<file path="src/sv/rusi_pkg.sv">
`timescale 1ns / 1ps

package rusi_pkg;

  // Word formats of the ports.
  localparam int COORD_BITS = 16;
  localparam int COORD_FRAC = 12;
  localparam int PARAM_BITS = 32;
  localparam int OUT_FRAC   = PARAM_BITS / 2;

  // Internal widths, all exact for the full input range.
  localparam int PROD_W = 2 * COORD_BITS;
  localparam int A_W    = 2 * COORD_BITS;
  localparam int BH_W   = A_W + 1;
  localparam int DISC_W = 2 * BH_W;
  localparam int RAD_W  = 4 * COORD_BITS;
  localparam int ROOT_W = 2 * COORD_BITS;
  localparam int NUM_W  = ROOT_W + 2;
  localparam int MAG_W  = NUM_W - 1 + OUT_FRAC;
  localparam int DIV_W  = (MAG_W > PARAM_BITS) ? MAG_W : PARAM_BITS + 1;
  localparam int HI_W   = DIV_W - PARAM_BITS;
  localparam int CMP_W  = (HI_W > A_W) ? HI_W : A_W;

  // Flags that travel beside the quotient through the divider cells.
  localparam int FLAG_W = 5;

  typedef struct packed {
    logic signed [COORD_BITS-1:0] origin_x;
    logic signed [COORD_BITS-1:0] origin_y;
    logic signed [COORD_BITS-1:0] origin_z;
    logic signed [COORD_BITS-1:0] dir_x;
    logic signed [COORD_BITS-1:0] dir_y;
    logic signed [COORD_BITS-1:0] dir_z;
  } ray_in_t;

  typedef struct packed {
    logic                         hit;
    logic signed [PARAM_BITS-1:0] t_near;
    logic signed [PARAM_BITS-1:0] t_far;
  } ray_out_t;

endpackage

</file>
<file path="src/sv/rusi_div_cell.sv">
`timescale 1ns / 1ps

module rusi_div_cell #(
  parameter int A_W    = rusi_pkg::A_W,
  parameter int Q_W    = rusi_pkg::PARAM_BITS,
  parameter int SIDE_W = rusi_pkg::FLAG_W
) (
  input  logic                      clk,
  input  logic                      rst_n,
  input  logic                      in_valid,
  output logic                      in_ready,
  input  logic [1:0][A_W-1:0]       in_rem,
  input  logic [1:0][Q_W-1:0]       in_word,
  input  logic [A_W-1:0]            in_a,
  input  logic [SIDE_W-1:0]         in_side,
  output logic                      out_valid,
  input  logic                      out_ready,
  output logic [1:0][A_W-1:0]       out_rem,
  output logic [1:0][Q_W-1:0]       out_word,
  output logic [A_W-1:0]            out_a,
  output logic [SIDE_W-1:0]         out_side
);

  logic                v_r;
  logic [1:0][A_W-1:0] rem_r, rem_nxt;
  logic [1:0][Q_W-1:0] word_r, word_nxt;
  logic [A_W-1:0]      a_r;
  logic [SIDE_W-1:0]   side_r;

  // One quotient bit per lane. The word shifts dividend bits out at the
  // top and quotient bits in at the bottom.
  always_comb begin
    logic [A_W:0] part;
    logic [A_W:0] diff;
    logic         take;
    for (int l = 0; l < 2; l++) begin
      part        = {in_rem[l], in_word[l][Q_W-1]};
      diff        = part - {1'b0, in_a};
      take        = part >= {1'b0, in_a};
      rem_nxt[l]  = take ? diff[A_W-1:0] : part[A_W-1:0];
      word_nxt[l] = {in_word[l][Q_W-2:0], take};
    end
  end

  assign in_ready = !v_r || out_ready;

  always_ff @(posedge clk) begin
    if (!rst_n) begin
      v_r <= 1'b0;
    end else if (in_ready) begin
      v_r <= in_valid;
    end
  end

  always_ff @(posedge clk) begin
    if (in_ready && in_valid) begin
      rem_r  <= rem_nxt;
      word_r <= word_nxt;
      a_r    <= in_a;
      side_r <= in_side;
    end
  end

  assign out_valid = v_r;
  assign out_rem   = rem_r;
  assign out_word  = word_r;
  assign out_a     = a_r;
  assign out_side  = side_r;

endmodule

</file>
<file path="config.mk">
export PLATFORM = sky130hd
export DESIGN_NAME = rusi_div_cell
export DESIGN_NICKNAME = d
export VERILOG_FILES = /design/src/sv/rusi_pkg.sv /design/src/sv/rusi_div_cell.sv
export SDC_FILE = /design/constraint.sdc
export NUM_CORES = 1
export LEC_CHECK = 0
export ABC_AREA = 1
export BUFFER_PORTS_ARGS = -buffer_cell sky130_fd_sc_hd__buf_4
export CAP_MARGIN = 0
export CORE_MARGIN = 4
export CORE_UTILIZATION = 57
export CTS_CLUSTER_DIAMETER = 150
export DETAILED_ROUTE_END_ITERATION = 8
export PLACE_DENSITY_LB_ADDON = 0.05
export SETUP_SLACK_MARGIN = 0.5
export SLEW_MARGIN = 40
export SYNTH_ARGS = -nofsm -noshare
export SYNTH_HDL_FRONTEND = slang
export SYNTH_SLANG_ARGS = --single-unit
export TNS_END_PERCENT = 100
</file>
<file path="constraint.sdc">
create_clock -name clk -period 15.1 [get_ports clk]
set_clock_uncertainty 0.2 [all_clocks]
set_input_delay 0.755 -clock clk [delete_from_list [all_inputs] [get_ports clk]]
set_output_delay 0.755 -clock clk [all_outputs]
set_load 0.05 [all_outputs]
</file>
==> results of run 1 <==
-- worst max-delay path, cell delays in order --
cell     delay, ps
buf_4          110
inv_1          140
ha_1           310
nand2_1        130
nor2_1          80
nand2_1        100
nor2_2          50
nand3_1         90
nand3_2        110
nor2_4         280
buf_8          210
buf_8          160
nand2_8        160
nand2_1        130
nand2_1         70
-- metal layers --
metal / track usage [%] / part of all wire, % / vias up / wire (microns)
met1: 40.5 / 40 / 4985 / 14400
li1: - / - / 5340 / -
met3: 5.18 / 7.8 / 70 / 2800
met2: 56.8 / 49 / 522 / 17800
met5: 0 / 0 / - / 0
met4: 10.9 / 3.1 / 0 / 1110
-- cells in the final DEF, fill, tap and decap left out, drive strengths merged --
cell / instances
buf: 341
fa: 2
nor3: 14
nand3b: 2
diode: 1
nand4: 7
nand3: 122
ha: 64
a21boi: 1
a21oi: 41
xnor2: 2
clkinvlp: 1
nor2: 89
or2: 2
xor2: 26
clkinv: 5
o21bai: 4
dfxtp: 1
inv: 306
edfxtp: 165
clkbuf: 17
nand2: 634
and2: 10
-- sequential cells by signal (all words and copies together), names as in the netlist --
signal     flops
out_rem       64
out_a         32
out_word      64
out_side       5
out_valid      1
-- power by group through the flow --
stage	clock network, W	registers, W	logic, W
after detailed placement	0	0.000579	0.000496
after CTS	0.000446	0.000569	0.000498
after global placement	0	0.000578	0.000487
after floorplan	0	0.000718	0.000203
final	0.000443	0.000568	0.000506
after global routing	0.000468	0.000572	0.000544
-- cell type report --
cell class	instances	share of cell area (%)
antenna	1	0.0171
clock buffer	17	2.91
clock inverter	15	1.19
inverter	297	7.61
multi-input combinational	1020	34.3
sequential	166	34.0
tap	265	2.26
timing repair buffer	341	17.8
-- worst paths after layout --
| kind | to | slack, ps | startpoint |
|---|---|---|---|
| worst max-delay path | out_rem[20]$_DFFE_PP_ | 12160 | in_a[17] |
| worst min-delay path | out_word[15]$_DFFE_PP_ | 290 | in_word[14] |
| worst max register to register | out_word[43]$_DFFE_PP_ | 12860 | out_valid$_SDFFE_PN0N_ |
| worst min register to register | out_valid$_SDFFE_PN0N_ | 390 | out_valid$_SDFFE_PN0N_ |
-- cells by family (layout without fill, tap and decap cells) --
kind of cell | count (synthesis) | after routing | share of synthesized area [%]
compound gates | 46 | 46 | 2.16
fa+ha+maj | 66 | 66 | 7.48
xor+xnor | 28 | 28 | 2.18
simple gates | 880 | 880 | 32.7
buf+inv | 317 | 670 | 11.2
flops | 166 | 166 | 44.3
other cells | 0 | 1 | 0
-- through the flow --
stage	cells	hold WS (ps)
after CTS	2120	274
after global placement	2086	344
final	2122	285
after floorplan	1503	654
after detailed placement	2088	374
after global routing	2122	267
==> run metrics, run 1 <==
Post-synth EDFFs between 150 and 200; post-synthesis average cell area 7.48 sq um; asr flop ratio synth 0%; total track usage between 30% and 40%; Die Width about 150 microns; peak supply drop approximately 0.082 mV; clk sinks 166; Synth cell types 29; # H-tree levels 4; Routed WL approximately 36 mm; Initial Util 57.9%; # hold bufs at CTS 0; vias per std cell about 5.1; Worst EP arrival 2920 ps; Worst setup SP type input pin; Detail Placement HPWL around 29 mm; Synth Register Bits around 170; row count a little over 50; Switch Pwr 0.000575 W; Root Buffer clkbuf_16; Max FO, Critical Path 33; most frequent cell after synthesis nand2_1; clk buf depth 2; Top FF cell, synth edfxtp_1; cts bufs inserted 17; Hold Path Depth 1; Final Slew Violations 0; Leak Pwr about 8.0 nW; clock-pin slew reported for the worst setup and hold paths after clock tree synthesis roughly 80 ps; final setup fails 0; Least-Margin Pin Slew just under 700 ps; post-synth top area share between 40% and 50%; status completed; Hold Violations, Final 0; PortBufs between 300 and 400; post-route antenna net violation count 0; total number of vias 10,917; number of global-route vias before repair around 10,000; Sequential cell area ~5000 sq um; Sw Share between 30 and 40%; Placement Setup Slack 11,560 ps; Comb pwr share 33.3%; fin crit share between 10% and 20%; total grt overflow 0; Max Cap Violations 0; PostCTS Resize Cnt 0; antenna violations before repair 1; r2r worst-path depth 3; RSZ-0062 raised after global routing no; Layout Nets a little over 2,000; relative slew slack between 50% and 60%; Achievable Freq 0.340 GHz; area occupied by multi-input gates about 5000 sq um; fill cell count approximately 1,600; clock power share between 20% and 30%; Syn Nets roughly 1,700; ratio of cells with drive above 1 in the final layout a little over a fifth; top post-synthesis cells by area edfxtp_1 44%, nand2_1 21%, inv_1 9.9%; largest net degree at the start of global routing roughly 70; Post-Syn Area 11,200 sq um; TritonCTS clock tree done; area leader, netlist edfxtp_1; I/O pins 336; latest clock arrival within the worst-skew pair roughly 440 ps; crit path kind in -> reg; Hold Path Class in -> reg; YS warnings 0; Util after Layout about three quarters; cell internal pwr approximately 0.00094 W; Core Footprint 19,400 sq um; Fin Setup TNS 0 ps; Post-synth top cells 622 x nand2_1, 296 x inv_1, 165 x edfxtp_1; Layout area overhead 30.3%; Worst Setup End Kind flip-flop; Seq/Total Area, Yosys 44.3%; pwr/cell area 104 nW/um^2; first-pass GRT wire length 54.8 mm; average wire per standard cell roughly 17 microns; Post-Syn Instances between 1,500 and 2,000; Placer Congestion roughly 1; setup ws final ~12,000 ps; register share of total power 37.5%; Die Y between 100 and 150 microns; floorplan die area 22,000 sq um; DR DRC count 0; power after layout 0.00152 W; cell area after layout ~15,000 sq um; placed cell areas roughly 14,000 sq um; First DRT Iteration DRCs approximately 880; drt first pass iters 6; Min Clock Period, post-route approximately 3000 ps; setup bufs post-CTS 0; Req. time, crit path roughly 15,000 ps
Note: power is estimated with default switching activity, not from simulation.
==> run 2, diff against run 1 <==
Settings changed: CORE_UTILIZATION 57 to 53.
Clock period 15.1 ns to 3.05 ns, I/O delays scaled along.
==> run 2 against run 1 <==
Sequential power grew to 5.0 times the previous value; utilization is 4.8 points higher; hold slack worse by 190 ps; register-to-register slack worse by 12000 ps.
==> run metrics, run 2 (synthesized netlist as in run 1, its figures left out) <==
PortBufs 335 (unchanged); fill cell count 1,415 (was 1,556); clk sinks 166 (unchanged); Detail Placement HPWL 29.7 mm (was 29.4 mm); Core Footprint 21,000 sq um (was 19,400 sq um); Leak Pwr 8.85 nW (was 7.97 nW); cell area after layout 16,800 sq um (was 14,600 sq um); fin cells 2,318 (was 2,122); antenna violations before repair 0 (was 1); Routed WL 42.8 mm (was 36.1 mm); TritonCTS clock tree done (unchanged); drt first pass iters 6 (unchanged); Worst EP arrival 2570 ps (was 2920 ps); number of global-route vias before repair 11,547 (was 10,305); fin crit share ~84%; cts bufs inserted 17 (unchanged); Req. time, crit path 3050 ps (was 15,070 ps); total track usage 34.0% (was 32.2%); Initial Util 53.6% (was 57.9%); peak supply drop 0.368 mV (was 0.0817 mV); relative slew slack 67.6% (was 54.3%); Die Y 154 microns (was 148 microns); clk buf depth 2 (unchanged); pwr/cell area 478 nW/um^2 (was 104 nW/um^2); first-pass GRT wire length 62.4 mm (was 54.8 mm); Max Cap Violations 0 (unchanged); Layout area overhead 49.6% (was 30.3%); First DRT Iteration DRCs 1,464 (was 884); post-route antenna net violation count 0 (unchanged); Sequential cell area 4980 sq um (was 4970 sq um); area occupied by multi-input gates 5270 sq um (was 5020 sq um); Antenna diodes 0 (was 1); Max FO, Critical Path 14 (was 33); clock-pin slew reported for the worst setup and hold paths after clock tree synthesis 80 ps (about the same); Worst Setup End Kind flip-flop (unchanged); status completed (unchanged); largest stage delay on the critical path 570 ps (was 310 ps); total number of vias 12,199 (was 10,917); commonest cells after routing, fill and taps aside 614 x nand2_1, 348 x buf_4, 296 x inv_1 (was 622 x nand2_1, 337 x buf_4, 296 x inv_1); Layout Nets 2,265 (was 2,078); Achievable Freq ~0.39 GHz; average wire per standard cell 18.5 microns (was 17.0 microns); Hold Path Class in -> reg (unchanged); # H-tree levels 4 (unchanged); worst-path cell chain dlygate4sd3_1 -> buf_4 -> inv_1 -> ha_4 -> nand2_1 -> nor2_1 -> nand2_1 -> nor2_1 -> nand3_1 -> nand3_2 -> nor2_4 -> buf_4 -> buf_6 -> nand3_1 -> nand2_1 (was buf_4 -> inv_1 -> ha_1 -> nand2_1 -> nor2_1 -> nand2_1 -> nor2_2 -> nand3_1 -> nand3_2 -> nor2_4 -> buf_8 -> buf_8 -> nand2_8 -> nand2_1 -> nand2_1); most frequent cell on the critical path nand2_1 (unchanged); largest net degree at the start of global routing 34 (was 72); Final Slew Violations 0 (unchanged); row count 53 (was 51); total grt overflow 0 (unchanged); crit path buf inv count 5 (was 4); Hold Violations, Final 0 (unchanged); vias per std cell 5.26 (was 5.14); ratio of cells with drive above 1 in the final layout 22.2% (was 21.8%); Die Width 154 microns (was 148 microns); floorplan die area 23,600 sq um (was 22,000 sq um); final setup fails 0 (unchanged); I/O pins 336 (unchanged); Least-Margin Pin Slew 482 ps (was 686 ps); Worst setup SP type input pin (unchanged); RSZ-0062 raised after global routing yes (was no); CP max-delay cell dlygate4sd3_1 (was ha_1); Placer Congestion 1.01 (about the same); placed cell areas 14,100 sq um (was 14,000 sq um); Min Clock Period, post-route approximately 2600 ps; crit path kind in -> reg (unchanged); most common cell after layout, fill and taps aside nand2_1 (unchanged); latest clock arrival within the worst-skew pair 440 ps (about the same); Root Buffer clkbuf_16 (unchanged); DR DRC count 0 (unchanged); crit-path leading delay family buffers and inverters (was simple AND/OR/NAND/NOR gates); cell count after placement 2,106 (was 2,088)
run 2: cell types whose count changed in the layout (fill, tap and decap cells not counted), sizes merged:
cell | before | now
bufinv | 0 | 1
diode | 1 | 0
buf | 341 | 359
clkinvlp | 1 | 0
inv | 306 | 301
dlygate4sd3 | 0 | 165
nand2 | 634 | 638
clkinv | 5 | 10
run 2: layout make-up:
type / count / share of cell area [%]
clock inverters: 15 / 1.34
well taps: 275 / 2.05
multi-input cells: 1024 / 31.3
clock buffers: 17 / 2.53
repair buffers: 524 / 26.5
inverters: 297 / 6.63
flip-flops and latches: 166 / 29.6
run 2: worst paths after layout:
path / start / endpoint / slack (ps) / cells past startpoint
min: in_a[1] / out_rem[33]$_DFFE_PP_ / 100 / 5
max reg2reg: out_valid$_SDFFE_PN0N_ / out_word[13]$_DFFE_PP_ / 1320 / 3
min reg2reg: out_valid$_SDFFE_PN0N_ / out_word[32]$_DFFE_PP_ / 630 / 2
max: in_a[29] / out_rem[3]$_DFFE_PP_ / 480 / 15
run 2: timing repair:
action	in CTS	in global routing
setup buffers	0	10
endpoints found under the setup margin	0	65
gates resized for setup	0	44
hold buffers	165	0
hold endpoints to repair	164	0
run 2: power breakdown:
part	internal, W	leakage, nW	switching (W)
combinational	0.000978	6.93	0.00185
clock	0.00121	0.311	0.00116
sequential	0.00276	1.61	0.0000672
run 2: through the flow:
step	hold WS, ps	util (%)	setup TNS [ps]	setup WS, ps	total power, W
CTS	65.5	78.5	0	511	0.00784
floorplan	51.4	-	-128920	-781	0.00453
global route	116	80.2	0	461	0.00833
global placement	131	67.5	0	421	0.00532
detailed placement	132	67.5	0	365	0.00536
finish	95.2	80.2	0	478	0.00803
run 2: tightest hold or removal path, delay by kind of cell:
kind	cells	cell delay [ps]
fa+ha+maj	1	160
buf+inv	2	160
simple gates	2	100
run 2: metal layers:
| metal | wire length (microns) | track usage [%] |
|---|---|---|
| met5 | 0 | 0 |
| met4 | 1820 | 13.2 |
| met3 | 4050 | 6.64 |
| met2 | 21300 | 58.7 |
| met1 | 15700 | 42.1 |
