[config.mk]
export PLATFORM = sky130hd
export DESIGN_NAME = rusi_sqrt_cell
export DESIGN_NICKNAME = d
export VERILOG_FILES = /design/src/sv/rusi_pkg.sv /design/src/sv/rusi_sqrt_cell.sv
export SDC_FILE = /design/constraint.sdc
export NUM_CORES = 1
export LEC_CHECK = 0
export ABC_AREA = 1
export CAP_MARGIN = 20
export CORE_ASPECT_RATIO = 1.75
export CORE_MARGIN = 2
export CORE_UTILIZATION = 60
export DETAILED_ROUTE_END_ITERATION = 6
export DONT_BUFFER_PORTS = 1
export PLACE_DENSITY = 0.81
export SLEW_MARGIN = 10
export SYNTH_ARGS = -nofsm -noshare
export SYNTH_HDL_FRONTEND = slang
export SYNTH_SLANG_ARGS = --single-unit
[constraint.sdc]
create_clock -name clk -period 9.4 [get_ports clk]
set_clock_uncertainty 0.2 [all_clocks]
set_input_delay 0.94 -clock clk [delete_from_list [all_inputs] [get_ports clk]]
set_output_delay 0.94 -clock clk [all_outputs]
set_load 0.01 [all_outputs]
[src/sv/rusi_pkg.sv]
`timescale 1ns / 1ps

package rusi_pkg;

  // Word formats of the ports.
  localparam int COORD_BITS = 16;
  localparam int COORD_FRAC = 12;
  localparam int PARAM_BITS = 32;
  localparam int OUT_FRAC   = PARAM_BITS / 2;

  // Internal widths, all exact for the full input range.
  localparam int PROD_W = 2 * COORD_BITS;
  localparam int A_W    = 2 * COORD_BITS;
  localparam int BH_W   = A_W + 1;
  localparam int DISC_W = 2 * BH_W;
  localparam int RAD_W  = 4 * COORD_BITS;
  localparam int ROOT_W = 2 * COORD_BITS;
  localparam int NUM_W  = ROOT_W + 2;
  localparam int MAG_W  = NUM_W - 1 + OUT_FRAC;
  localparam int DIV_W  = (MAG_W > PARAM_BITS) ? MAG_W : PARAM_BITS + 1;
  localparam int HI_W   = DIV_W - PARAM_BITS;
  localparam int CMP_W  = (HI_W > A_W) ? HI_W : A_W;

  // Flags that travel beside the quotient through the divider cells.
  localparam int FLAG_W = 5;

  typedef struct packed {
    logic signed [COORD_BITS-1:0] origin_x;
    logic signed [COORD_BITS-1:0] origin_y;
    logic signed [COORD_BITS-1:0] origin_z;
    logic signed [COORD_BITS-1:0] dir_x;
    logic signed [COORD_BITS-1:0] dir_y;
    logic signed [COORD_BITS-1:0] dir_z;
  } ray_in_t;

  typedef struct packed {
    logic                         hit;
    logic signed [PARAM_BITS-1:0] t_near;
    logic signed [PARAM_BITS-1:0] t_far;
  } ray_out_t;

endpackage

[src/sv/rusi_sqrt_cell.sv]
`timescale 1ns / 1ps

module rusi_sqrt_cell #(
  parameter int ROOT_W = rusi_pkg::ROOT_W,
  parameter int RAD_W  = rusi_pkg::RAD_W,
  parameter int SIDE_W = 1
) (
  input  logic              clk,
  input  logic              rst_n,
  input  logic              in_valid,
  output logic              in_ready,
  input  logic [ROOT_W:0]   in_rem,
  input  logic [ROOT_W-1:0] in_root,
  input  logic [RAD_W-1:0]  in_rad,
  input  logic [SIDE_W-1:0] in_side,
  output logic              out_valid,
  input  logic              out_ready,
  output logic [ROOT_W:0]   out_rem,
  output logic [ROOT_W-1:0] out_root,
  output logic [RAD_W-1:0]  out_rad,
  output logic [SIDE_W-1:0] out_side
);

  logic              v_r;
  logic [ROOT_W:0]   rem_r, rem_nxt;
  logic [ROOT_W-1:0] root_r, root_nxt;
  logic [RAD_W-1:0]  rad_r;
  logic [SIDE_W-1:0] side_r;

  logic [ROOT_W+2:0] part, trial, diff;
  logic              take;

  // One root digit: bring down two radicand bits, try root*4+1.
  assign part     = {in_rem, in_rad[RAD_W-1 -: 2]};
  assign trial    = {1'b0, in_root, 2'b01};
  assign diff     = part - trial;
  assign take     = part >= trial;
  assign rem_nxt  = take ? diff[ROOT_W:0] : part[ROOT_W:0];
  assign root_nxt = {in_root[ROOT_W-2:0], take};

  assign in_ready = !v_r || out_ready;

  always_ff @(posedge clk) begin
    if (!rst_n) begin
      v_r <= 1'b0;
    end else if (in_ready) begin
      v_r <= in_valid;
    end
  end

  always_ff @(posedge clk) begin
    if (in_ready && in_valid) begin
      rem_r  <= rem_nxt;
      root_r <= root_nxt;
      rad_r  <= in_rad << 2;
      side_r <= in_side;
    end
  end

  assign out_valid = v_r;
  assign out_rem   = rem_r;
  assign out_root  = root_r;
  assign out_rad   = rad_r;
  assign out_side  = side_r;

endmodule

==> impl_metrics.py, run 1 <==
metrics = {
    "outcome": {
        "outcome": "finished, final reports clean",
    },
    "hold_path": {
        "hold_start": "in_root[19]",
        "hold_path_class": "in -> reg",
    },
    "grt": {
        "grt_first_pass_wirelength_mm": 27.9,
        "track_usage": 0.301,
        "grt_pass1_vias": 5213,
        "antenna_found_initial": 0,
        "grt_max_degree": 83,
        "gr-total-overflow": 0,
    },
    "synth": {
        "syn_avg_cell_area_um2": 8.62,
        "yosysMostFrequentCell": "nand2_1",
        "synth_edf_count": 128,
        "muxShareOfSynthArea": 0,
        "yosysTopAreaCellShare": 0.543,
        "yosysUniqueCellTypes": 29,
        "yosysTopAreaCell": "edfxtp_1",
        "synth_xor_area_frac": 0.0173,
        "async_flop_share": 0,
        "synthTopCellsByCount": "nand2_1 (328), inv_1 (150), edfxtp_1 (128), nand3_1 (39), nor2_1 (38)",
        "synth_warnings": 0,
        "syn_area_um2": 7080,
        "ys_ff_latch": 129,
        "synth-adder-area-share": 0.0601,
        "syn_inst": 821,
        "synth_top_family_by_area": "simple AND/OR/NAND/NOR gates",
        "ys_top_cells_by_area": "edfxtp_1 (54%), nand2_1 (17%), inv_1 (8.0%)",
        "ys.flop_type": "edfxtp_1",
        "yosys.area_share.simple": 0.259,
        "yosysSeqAreaShare": 0.546,
        "synth_compound_area_frac": 0.0205,
    },
    "setup_path": {
        "cp.required_ns": 9.37,
        "cp-start-kind": "primary input",
        "startpoint": "in_root[23]",
        "path_cells": "inv_1 > ha_1 > nand2_1 > nor2_2 > nand2_1 > nor2_1 > nand2_1 > nand3_2 > nor2_2 > nand2_4 > inv_4 > nand2_1 > nand2_1",
        "cp-end-kind": "flip-flop",
        "crit_fanout": 36,
        "r2r_start": "out_valid",
        "cp-endpoint": "out_rem[23]",
        "r2r_cells": 2,
        "slowest_stage": "ha_1",
        "critPathMostFrequentCell": "nand2_1",
        "worstReg2RegEnd": "out_rem[28]",
        "cp.arrival_ns": 3.09,
        "ff2ff_setup_slack_ns": 7.45,
        "crit_type": "in -> reg",
        "max_stage_delay_ns": 0.38,
    },
    "sta": {
        "grt_setup_unrepaired": "no",
        "worst_pin_slew_ns": 0.991,
        "min_period_over_period": 0.333,
        "post-route-min-period_ns": 3.13,
        "setup_viol_count_final": 0,
        "slew_headroom": 0.340,
        "finalMaxSlewViolations": 0,
        "max_freq_mhz": 320,
        "totalNegativeSetupSlack_ns": 0,
        "hold_viol_final": 0,
    },
    "power_and_ir_drop": {
        "peakVddDrop_mv": 0.124,
        "p_per_area_nw_per_um2": 211,
        "p_leak_nw": 3.81,
    },
    "cells_and_area": {
        "nFillCells": 868,
        "drive_above_1_share": 0.0660,
        "multi_input_area_um2": 2550,
        "final_cells": 983,
        "syn_to_final_growth_pct": 10.6,
        "seqCellArea_um2": 3860,
        "nets": 1003,
        "n_antenna_cell": 0,
    },
    "cts": {
        "htreeDepth": 4,
        "clock_latency_ns": 0.41,
        "cts.clk_slew.worst_paths_ns": 0.07,
        "cts_buffers": 17,
        "clock-sinks": 129,
        "clk_path_buf_depth": 2,
        "cts_hold_buf": 0,
        "post_cts_buffers": 0,
        "postCtsResizedCells": 0,
        "root_buffer": "clkbuf_16",
        "cts_tree": "built",
    },
    "place": {
        "post-dp-hpwl_mm": 15.2,
        "place.gp.congestion": 0.964,
        "place_inst": 951,
        "port_buffers": 0,
    },
    "detailed_routing": {
        "drc_errors": 0,
        "dr.pass1.iters": 7,
        "vias": 5302,
        "drt-met1-wl_mm": 6.03,
        "drtIter0Drc": 265,
        "met2_length_mm": 10.6,
        "met3WireLength_mm": 1.63,
        "finalWirelength_mm": 19.1,
        "avgRoutedWirePerCell_um": 19.4,
        "vias_per_cell": 5.39,
        "top_layer": "met4",
        "drtAntennaViolNets": 0,
    },
    "floorplan": {
        "boundaryPins": 266,
        "dieHeight_um": 148,
        "fp.dieArea_um2": 12700,
        "core_area_um2": 11500,
        "die_w_um": 86.1,
        "std_cell_rows": 52,
        "initial_core_util": 0.615,
    },
    "job": {
        "maxCapViolations": 0,
    },
}
## state kept, by name, indices dropped and copies added, names as in the netlist
name,flops
out_rem,33
out_rad,62
out_root,32
out_valid,1
out_side,1
## area by class of cell
type	count	area share
sequential	129	0.494
inverter	162	0.0780
timing repair buffer	2	0.00192
clock buffer	18	0.0548
tap	135	0.0216
multi-input combinational	523	0.326
clock inverter	14	0.0243
## worst min path at each step
stage / to / cells past startpoint / slack [ns]
after floorplan: out_valid / 2 / 0.40
after global placement: out_valid / 2 / 0.47
after detailed placement: out_valid / 2 / 0.52
after CTS: out_root[19] / 0 / 0.40
after global routing: out_root[20] / 0 / 0.39
final: out_root[20] / 0 / 0.41
## metrics by stage
step	area [µm²]	power (mW)	utilization	hold WS, ns	setup WS (ns)
after floorplan	7080	0.912	-	0.395	1.40
after global routing	7830	1.71	0.679	0.387	6.12
final	7830	1.65	0.679	0.407	6.27
after detailed placement	7210	0.967	0.626	0.521	5.87
after CTS	7830	1.65	0.679	0.402	6.29
after global placement	7210	0.962	0.626	0.470	5.91
## cell usage in the layout, fill, tap and decap left out
cell type	instances
a21boi_0	1
a21o_1	1
a21oi_1	21
a21oi_4	1
and2_1	7
and3_1	1
buf_4	2
bufinv_16	3
clkbuf_1	1
clkbuf_16	17
clkinvlp_4	3
conb_1	2
dfxtp_1	1
edfxtp_1	128
ha_1	34
inv_1	150
inv_2	11
inv_4	1
inv_6	5
inv_8	3
nand2_1	328
nand2_2	2
nand2_4	1
nand3_1	39
nand3_2	1
nand3b_1	10
nand4_1	4
nor2_1	38
nor2_2	5
nor3_1	9
o211a_1	1
o21ai_0	1
o21ai_1	1
or2_2	1
xor2_1	14
## where the power goes
group / internal [mW] / switching (mW)
Combinational: 0.0685 / 0.155
Clock: 0.426 / 0.264
Sequential: 0.693 / 0.0421
## cell families after synthesis
| group | Yosys count |
|---|---|
| and+or+nand+nor | 446 |
| DFF | 129 |
| AOI/OAI and AO/OA | 27 |
| adders and majority gates | 34 |
| xor gates and xnor gates | 14 |
| buffers and inverters | 170 |
| other | 1 |
## worst max-delay path, delay by kind of cell
kind / cells / cell delay, ns
AND/OR/NAND/NOR: 10 / 1.45
buffers and inverters: 2 / 0.28
adder cells (fa/ha/maj): 1 / 0.38
## metal layers
| metal | up-vias | track usage |
|---|---|---|
| met5 | - | 0 |
| met4 | 0 | 0.148 |
| met3 | 40 | 0.103 |
| met2 | 277 | 0.564 |
| met1 | 2375 | 0.280 |
| li1 | 2610 | - |
(Power assumes the default switching activity.)
==> run 2, diff against run 1 <==
--- a/config.mk
+++ b/config.mk
@@ -9,7 +9,7 @@
 export CAP_MARGIN = 20
 export CORE_ASPECT_RATIO = 1.75
 export CORE_MARGIN = 2
-export CORE_UTILIZATION = 60
+export CORE_UTILIZATION = 58
 export DETAILED_ROUTE_END_ITERATION = 6
 export DONT_BUFFER_PORTS = 1
 export PLACE_DENSITY = 0.81
==> constraint.sdc (replaced) <==
create_clock -name clk -period 2.62 [get_ports clk]
set_clock_uncertainty 0.2 [all_clocks]
set_input_delay 0.262 -clock clk [delete_from_list [all_inputs] [get_ports clk]]
set_output_delay 0.262 -clock clk [all_outputs]
set_load 0.01 [all_outputs]
==> impl_metrics.py, run 2 (synthesis results as in run 1) <==
metrics = {
    "outcome": {
        "outcome": "finished, violations left",
        "violations": "DRC",
    },
    "floorplan": {
        "dieHeight_um": 150,
        "core_area_um2": 11900,
        "die_w_um": 87.5,
        "std_cell_rows": 53,
        "initial_core_util": 0.593,
        "fp.dieArea_um2": 13100,
        "boundaryPins": 266,
    },
    "cts": {
        "root_buffer": "clkbuf_16",
        "clock-sinks": 129,
        "cts.clk_slew.worst_paths_ns": 0.06,
        "htreeDepth": 4,
        "cts_tree": "built",
        "post_cts_buffers": 0,
        "cts_buffers": 17,
        "clock_latency_ns": 0.42,
        "clk_path_buf_depth": 2,
    },
    "grt": {
        "grt_first_pass_wirelength_mm": 34.3,
        "track_usage": 0.362,
        "gr-total-overflow": 0,
        "antenna_found_initial": 0,
        "grt_max_degree": 129,
        "grt_pass1_vias": 6539,
    },
    "sta": {
        "grt_setup_unrepaired": "no",
        "totalNegativeSetupSlack_ns": 0,
        "post-route-min-period_ns": 2.54,
        "setup_viol_count_final": 0,
        "min_period_over_period": 0.968,
        "hold_viol_final": 0,
        "layout_setup_ws_ns": 0.0832,
        "finalMaxSlewViolations": 0,
        "worst_pin_slew_ns": 0.715,
        "slew_headroom": 0.523,
        "max_freq_mhz": 394,
    },
    "setup_path": {
        "crit_fanout": 5,
        "cp-start-kind": "primary input",
        "cp.required_ns": 2.60,
        "crit_type": "in -> reg",
        "cp-end-kind": "flip-flop",
        "cp.arrival_ns": 2.51,
    },
    "detailed_routing": {
        "avgRoutedWirePerCell_um": 21.7,
        "vias": 6332,
        "drc_errors": 2,
        "vias_per_cell": 5.66,
        "drtAntennaViolNets": 0,
        "dr.pass1.iters": 7,
        "finalWirelength_mm": 24.2,
        "drtIter0Drc": 718,
    },
    "power_and_ir_drop": {
        "p_per_area_nw_per_um2": 671,
        "p_sw_mw": 1.83,
        "p_leak_nw": 4.36,
        "power.clock.fraction": 0.401,
        "seqPwrFrac": 0.431,
        "p_comb_frac": 0.168,
        "swShare": 0.299,
        "peakVddDrop_mv": 0.501,
        "power_mw": 6.13,
        "power.internal_mw": 4.30,
    },
    "place": {
        "place.gp.congestion": 0.987,
        "place_area_um2": 7250,
        "port_buffers": 0,
        "post-dp-hpwl_mm": 15.0,
        "place_ws_ns": 0.164,
    },
    "cells_and_area": {
        "nets": 1136,
        "utilization": 0.766,
        "final_cell_mix": "nand2_1 (328), inv_1 (149), dlygate4sd3_1 (129), edfxtp_1 (128), nand3_1 (39)",
        "final_common_cell": "nand2_1",
        "final_area_um2": 9140,
        "n_antenna_cell": 0,
        "largest_reg_flops": 62,
        "drive_above_1_share": 0.0632,
        "syn_to_final_growth_pct": 29.1,
    },
    "job": {
        "maxCapViolations": 0,
    },
    "hold_path": {
        "hold_path_class": "in -> reg",
    },
}
-- run 2: changes by cell type in the layout (fill, tap and decap cells not counted), sizes merged --
cell,change
inv,-1
buf,+4
clkinvlp,-1
bufinv,-1
clkinv,+4
dlygate4sd3,+129
clkbuf,-1
-- run 2: critical path, cell delays in order --
cell and delay (ns):
dlygate4sd3_1 0.57, inv_1 0.08, ha_1 0.23, inv_1 0.15, nand2_1 0.14, nand2_1 0.12, and2_1 0.24, nand2_1 0.08
nand2_1 0.19, nand2_1 0.15, nand2_1 0.10, nand2_1 0.05, nand3_1 0.10, nand2_1 0.06
-- run 2: stage by stage --
stage	instances	hold slack, ns
6_report	1118	0.158
5_1_grt	1118	0.204
4_1_cts	1118	0.145
3_5_place_dp	957	0.161
3_3_place_gp	957	0.161
2_1_floorplan	822	0.161
-- run 2: repair_timing --
| item | CTS | global route |
|---|---|---|
| hold endpoints to repair | 128 | 0 |
| setup endpoints to repair | 0 | 0 |
| hold buffers | 129 | 0 |
| resized for setup | 0 | 0 |
-- run 2: routing by layer --
layer,up-vias,GRT usage,part of all wire
met1,2864,0.331,0.29
met5,-,0,0
met4,0,0.216,0.064
li1,2873,-,-
met3,115,0.0948,0.097
met2,480,0.683,0.55
-- run 2: area by class of cell --
type,count,area (µm²)
sequential,129,3860
timing repair buffer,135,1350
multi-input combinational,523,2550
fill,805,2800
clock buffer,17,425
clock inverter,15,171
tap,137,171
inverter,162,611
-- run 2: power groups by stage --
stage / clock (mW) / combinational [mW] / sequential [mW]
after floorplan: 0 / 0.608 / 2.65
after global placement: 0 / 0.791 / 2.68
after detailed placement: 0 / 0.803 / 2.68
after CTS: 2.41 / 0.968 / 2.63
after global routing: 2.53 / 1.12 / 2.66
final: 2.46 / 1.03 / 2.64
-- run 2: final timing paths --
check	from	to	slack, ns	cells after the start
hold / removal	in_rem[30]	out_rem[32]	0.16	4
setup reg to reg	out_valid	out_root[13]	0.86	2
setup / recovery	in_rad[62]	out_rem[28]	0.08	14
hold reg to reg	out_valid	out_rad[48]	0.79	2
